## config.mk

```make
export PLATFORM = sky130hd
export DESIGN_NAME = conv3_cell
export DESIGN_NICKNAME = d
export VERILOG_FILES = /design/src/rtl/conv3_cell.sv
export SDC_FILE = /design/constraint.sdc
export NUM_CORES = 1
export LEC_CHECK = 0
export BUFFER_PORTS_ARGS = -buffer_cell sky130_fd_sc_hd__buf_2
export CAP_MARGIN = 30
export CORE_MARGIN = 2
export CORE_UTILIZATION = 65
export CTS_CLUSTER_SIZE = 40
export DETAILED_ROUTE_END_ITERATION = 12
export HOLD_SLACK_MARGIN = 0.05
export PLACE_DENSITY = 0.93
export SKIP_CTS_REPAIR_TIMING = 1
export SLEW_MARGIN = 10
export SYNTH_ARGS = -nofsm -noshare
export SYNTH_HDL_FRONTEND = slang
export SYNTH_SLANG_ARGS = --single-unit
```

## constraint.sdc

```tcl
create_clock -name clk -period 9 [get_ports clk]
set_clock_uncertainty 0.1 [all_clocks]
set_input_delay 1.35 -clock clk [delete_from_list [all_inputs] [get_ports clk]]
set_output_delay 1.35 -clock clk [all_outputs]
set_load 0.005 [all_outputs]
```

## src/rtl/conv3_cell.sv

```systemverilog
`timescale 1ns / 1ps
`default_nettype none
// ----------------------------------------------------------------------------
// conv3_cell: one window tap
// Holds one pixel of the window, passes it on when shifting, and adds its
// two coefficient products to the partial sums coming from its neighbor.
// ----------------------------------------------------------------------------
module conv3_cell #(
  parameter int COEF_BITS = 16,
  parameter int ACC_W     = 29
) (
  input  wire logic                        clk,
  input  wire logic                        shift_en,
  input  wire logic [7:0]                  pix_in,
  output logic      [7:0]                  pix_out,
  input  wire logic signed [COEF_BITS-1:0] coef_a,
  input  wire logic signed [COEF_BITS-1:0] coef_b,
  input  wire logic signed [ACC_W-1:0]     acc_a_in,
  input  wire logic signed [ACC_W-1:0]     acc_b_in,
  output logic signed [ACC_W-1:0]          acc_a,
  output logic signed [ACC_W-1:0]          acc_b
);

  logic signed [8:0]           pix_s;
  logic signed [COEF_BITS+8:0] prod_a;
  logic signed [COEF_BITS+8:0] prod_b;

  assign pix_s  = $signed({1'b0, pix_out});
  assign prod_a = (COEF_BITS+9)'(coef_a) * (COEF_BITS+9)'(pix_s);
  assign prod_b = (COEF_BITS+9)'(coef_b) * (COEF_BITS+9)'(pix_s);

  always_ff @(posedge clk) begin
    if (shift_en) begin
      pix_out <= pix_in;
    end
    acc_a <= acc_a_in + ACC_W'(prod_a);
    acc_b <= acc_b_in + ACC_W'(prod_b);
  end

endmodule
`default_nettype wire
```

==> results.sh <==
export IMPL_min_period_ns=6.30
export IMPL_hold_viol_final=0
export IMPL_yosysWarnings=0
export IMPL_root_buffer="clkbuf_16"
export IMPL_area_growth_syn_to_layout_pct=10.8
export IMPL_ys_flop_type="dfxtp_1"
export IMPL_gr_total_overflow=0
export IMPL_worst_pin_slew_ns=0.730
export IMPL_dp_slack_ns=2.36
export IMPL_synthSimpleGateAreaFrac_pct=14.4
export IMPL_rsz0062_at_grt="false"
export IMPL_drv_cap=0
export IMPL_setup_viol=0
export IMPL_cts_buffer_depth=2
export IMPL_status="finished clean"
export IMPL_synth_top_area_share_pct=39.6
export IMPL_netlist_instances=1441
export IMPL_avgSynthCellArea_um2=9.05
export IMPL_hpwl_um=23500
export IMPL_fp_dieH_um=146
export IMPL_dpl_cell_area_mm2=0.0142
export IMPL_async_reset_ff_share_pct=0
export IMPL_syn_area_mm2=0.0130
export IMPL_vias=10125
export IMPL_synth_distinct_cells=49
export IMPL_globalplace_congestion=0.943
export IMPL_drt_iter0_markers=634
export IMPL_ys_seq_area_share_pct=10.7
export IMPL_die_area_mm2=0.0212
export IMPL_hold_slack_ns=0.909
export IMPL_cts_num_sinks=66
export IMPL_core_area_mm2=0.0196
export IMPL_antenna_found_initial=2
export IMPL_grt_first_pass_wirelength_um=48900
export IMPL_cts_tree="yes"
export IMPL_routed_wl_um=28600
export IMPL_cts_htree_levels=3
export IMPL_worst_slack_ns=2.70
export IMPL_antenna_left=0
export IMPL_muxShareOfSynthArea_pct=0.0767
export IMPL_synth_top_family_by_area="adder cells"
export IMPL_crit_type="input port to register"
export IMPL_tns_ns=0
export IMPL_synth_area_leaders="fa_1 40%, ha_1 12%, inv_1 11%"
export IMPL_die_w_um=146
export IMPL_synth_enable_flop_cells=8
export IMPL_synth_nets=1923
export IMPL_synth_fa_ha_area_share_pct=51.5
export IMPL_grt_start_max_net_pins=34
export IMPL_fmax_mhz=159
export IMPL_nets=2070
export IMPL_fill_cells=1436
export IMPL_hp_class="register to register"
export IMPL_dr_pass1_iters=8
export IMPL_pin_count=166
export IMPL_io_buffer_count=165
export IMPL_ys_ff_latch=66
export IMPL_maxSlewViolCount=0
export IMPL_yosys_area_share_xor_xnor_pct=3.49
export IMPL_drc_errors=0
export IMPL_path_max_fanout=8
export IMPL_fin_crit_sh_pct=70.0
export IMPL_cts_clk_slew_worst_paths_ns=0.07
export IMPL_grt_total_usage_pct=28.3
export IMPL_cp_start_kind="input port"
export IMPL_num_rows=51
export IMPL_worstSkewPairLatency_ns=0.36
export IMPL_synth_compound_area_share_pct=8.00
export IMPL_drive_above_1_share_pct=12.3
export IMPL_critPathRequiredTime_ns=9.18
export IMPL_via_per_inst=5.45
export IMPL_routedWlPerCell_um=15.4
export IMPL_end_kind="register"
export IMPL_design_area_mm2=0.0144
export IMPL_relSlewSlack_pct=50.7
export IMPL_synth_top_cell_by_area="fa_1"
export IMPL_cts_buffers=9
export IMPL_initial_core_util_pct=66.6
export IMPL_worstPathArrival_ns=6.48
export IMPL_grt_pass1_vias=10798
## area by class of cell
type                       count  area [um^2]  share of cell area, %
sequential                    66         1400                   9.70
clock buffer                  12          256                   1.78
clock inverter                 2         36.3                  0.251
tap                          265          332                   2.30
timing repair buffer         173          916                   6.34
antenna                        1         2.50                 0.0173
inverter                     374         1400                   9.72
multi-input combinational    964        10100                   69.9
## metal layers
metal	global-route usage (%)	vias to the layer above	wire length, um
met1	35.7	4985	11300
met3	4.80	75	1790
met5	0	-	0
met2	49.3	420	14700
met4	10.6	0	867
li1	-	4645	-
## cells by family after synthesis
group | Yosys count
xor gates and xnor gates | 52
DFF | 66
adders and majority gates | 382
and+or+nand+nor | 376
AOI/OAI and AO/OA | 153
muxes | 1
buffers and inverters | 411
## final timing paths
check                           cells after the start   endpoint  slack [ns]  startpoint
worst max-delay path                               20  acc_a[24]        2.70   coef_a[7]
worst min-delay path                                3   acc_a[0]        0.91  pix_out[0]
worst max register to register                     20  acc_b[27]        2.91  pix_out[1]
worst min register to register                      3   acc_a[0]        0.91  pix_out[0]
## flip-flops by register name (all words and copies together), names as in the netlist
register / flops
acc_a: 29
acc_b: 29
pix_out: 8
## layout by cell type, fill, tap and decap left out, types with 9 or more instances in the layout
cell and count:
dfxtp_1 58, nand3_1 10, nand2_1 153, inv_1 374, ha_1 124, xor2_1 18
o21ai_0 15, xnor2_1 34, fa_1 258, and2_1 141, a21o_1 27, buf_2 165
nor2_1 34, a21oi_1 49, clkbuf_16 9
## critical path, stage by stage
cell and delay [ns]:
buf_2 0.16, nand2_1 0.10, fa_1 0.55, inv_1 0.06, fa_1 0.51, inv_1 0.06
fa_1 0.54, inv_1 0.05, fa_1 0.48, inv_1 0.05, fa_1 0.48, inv_1 0.04
ha_1 0.32, nand3_1 0.13, nor2_1 0.07, a311o_1 0.30, or4_4 0.48, a31o_4 0.29
a311oi_2 0.30, xnor2_1 0.15
## per-stage QoR
step / util [%] / std cells
floorplan: - / 1441
global placement: 71.9 / 1838
detailed placement: 72.2 / 1842
CTS: 73.7 / 1856
global route: 73.7 / 1857
finish: 73.7 / 1857
## Yosys cell counts (10+ instances only)
cell type,instances
inv_1,374
fa_1,258
nand2_1,153
and2_1,141
ha_1,124
dfxtp_1,58
a21oi_1,49
clkbuf_1,37
nor2_1,34
xnor2_1,34
a21o_1,27
xor2_1,18
o21ai_0,15
nand3_1,10
Power is left out: the tool's default activity adds up to more than one toggle a clock period on the data nets, which glitch-free logic cannot reach.
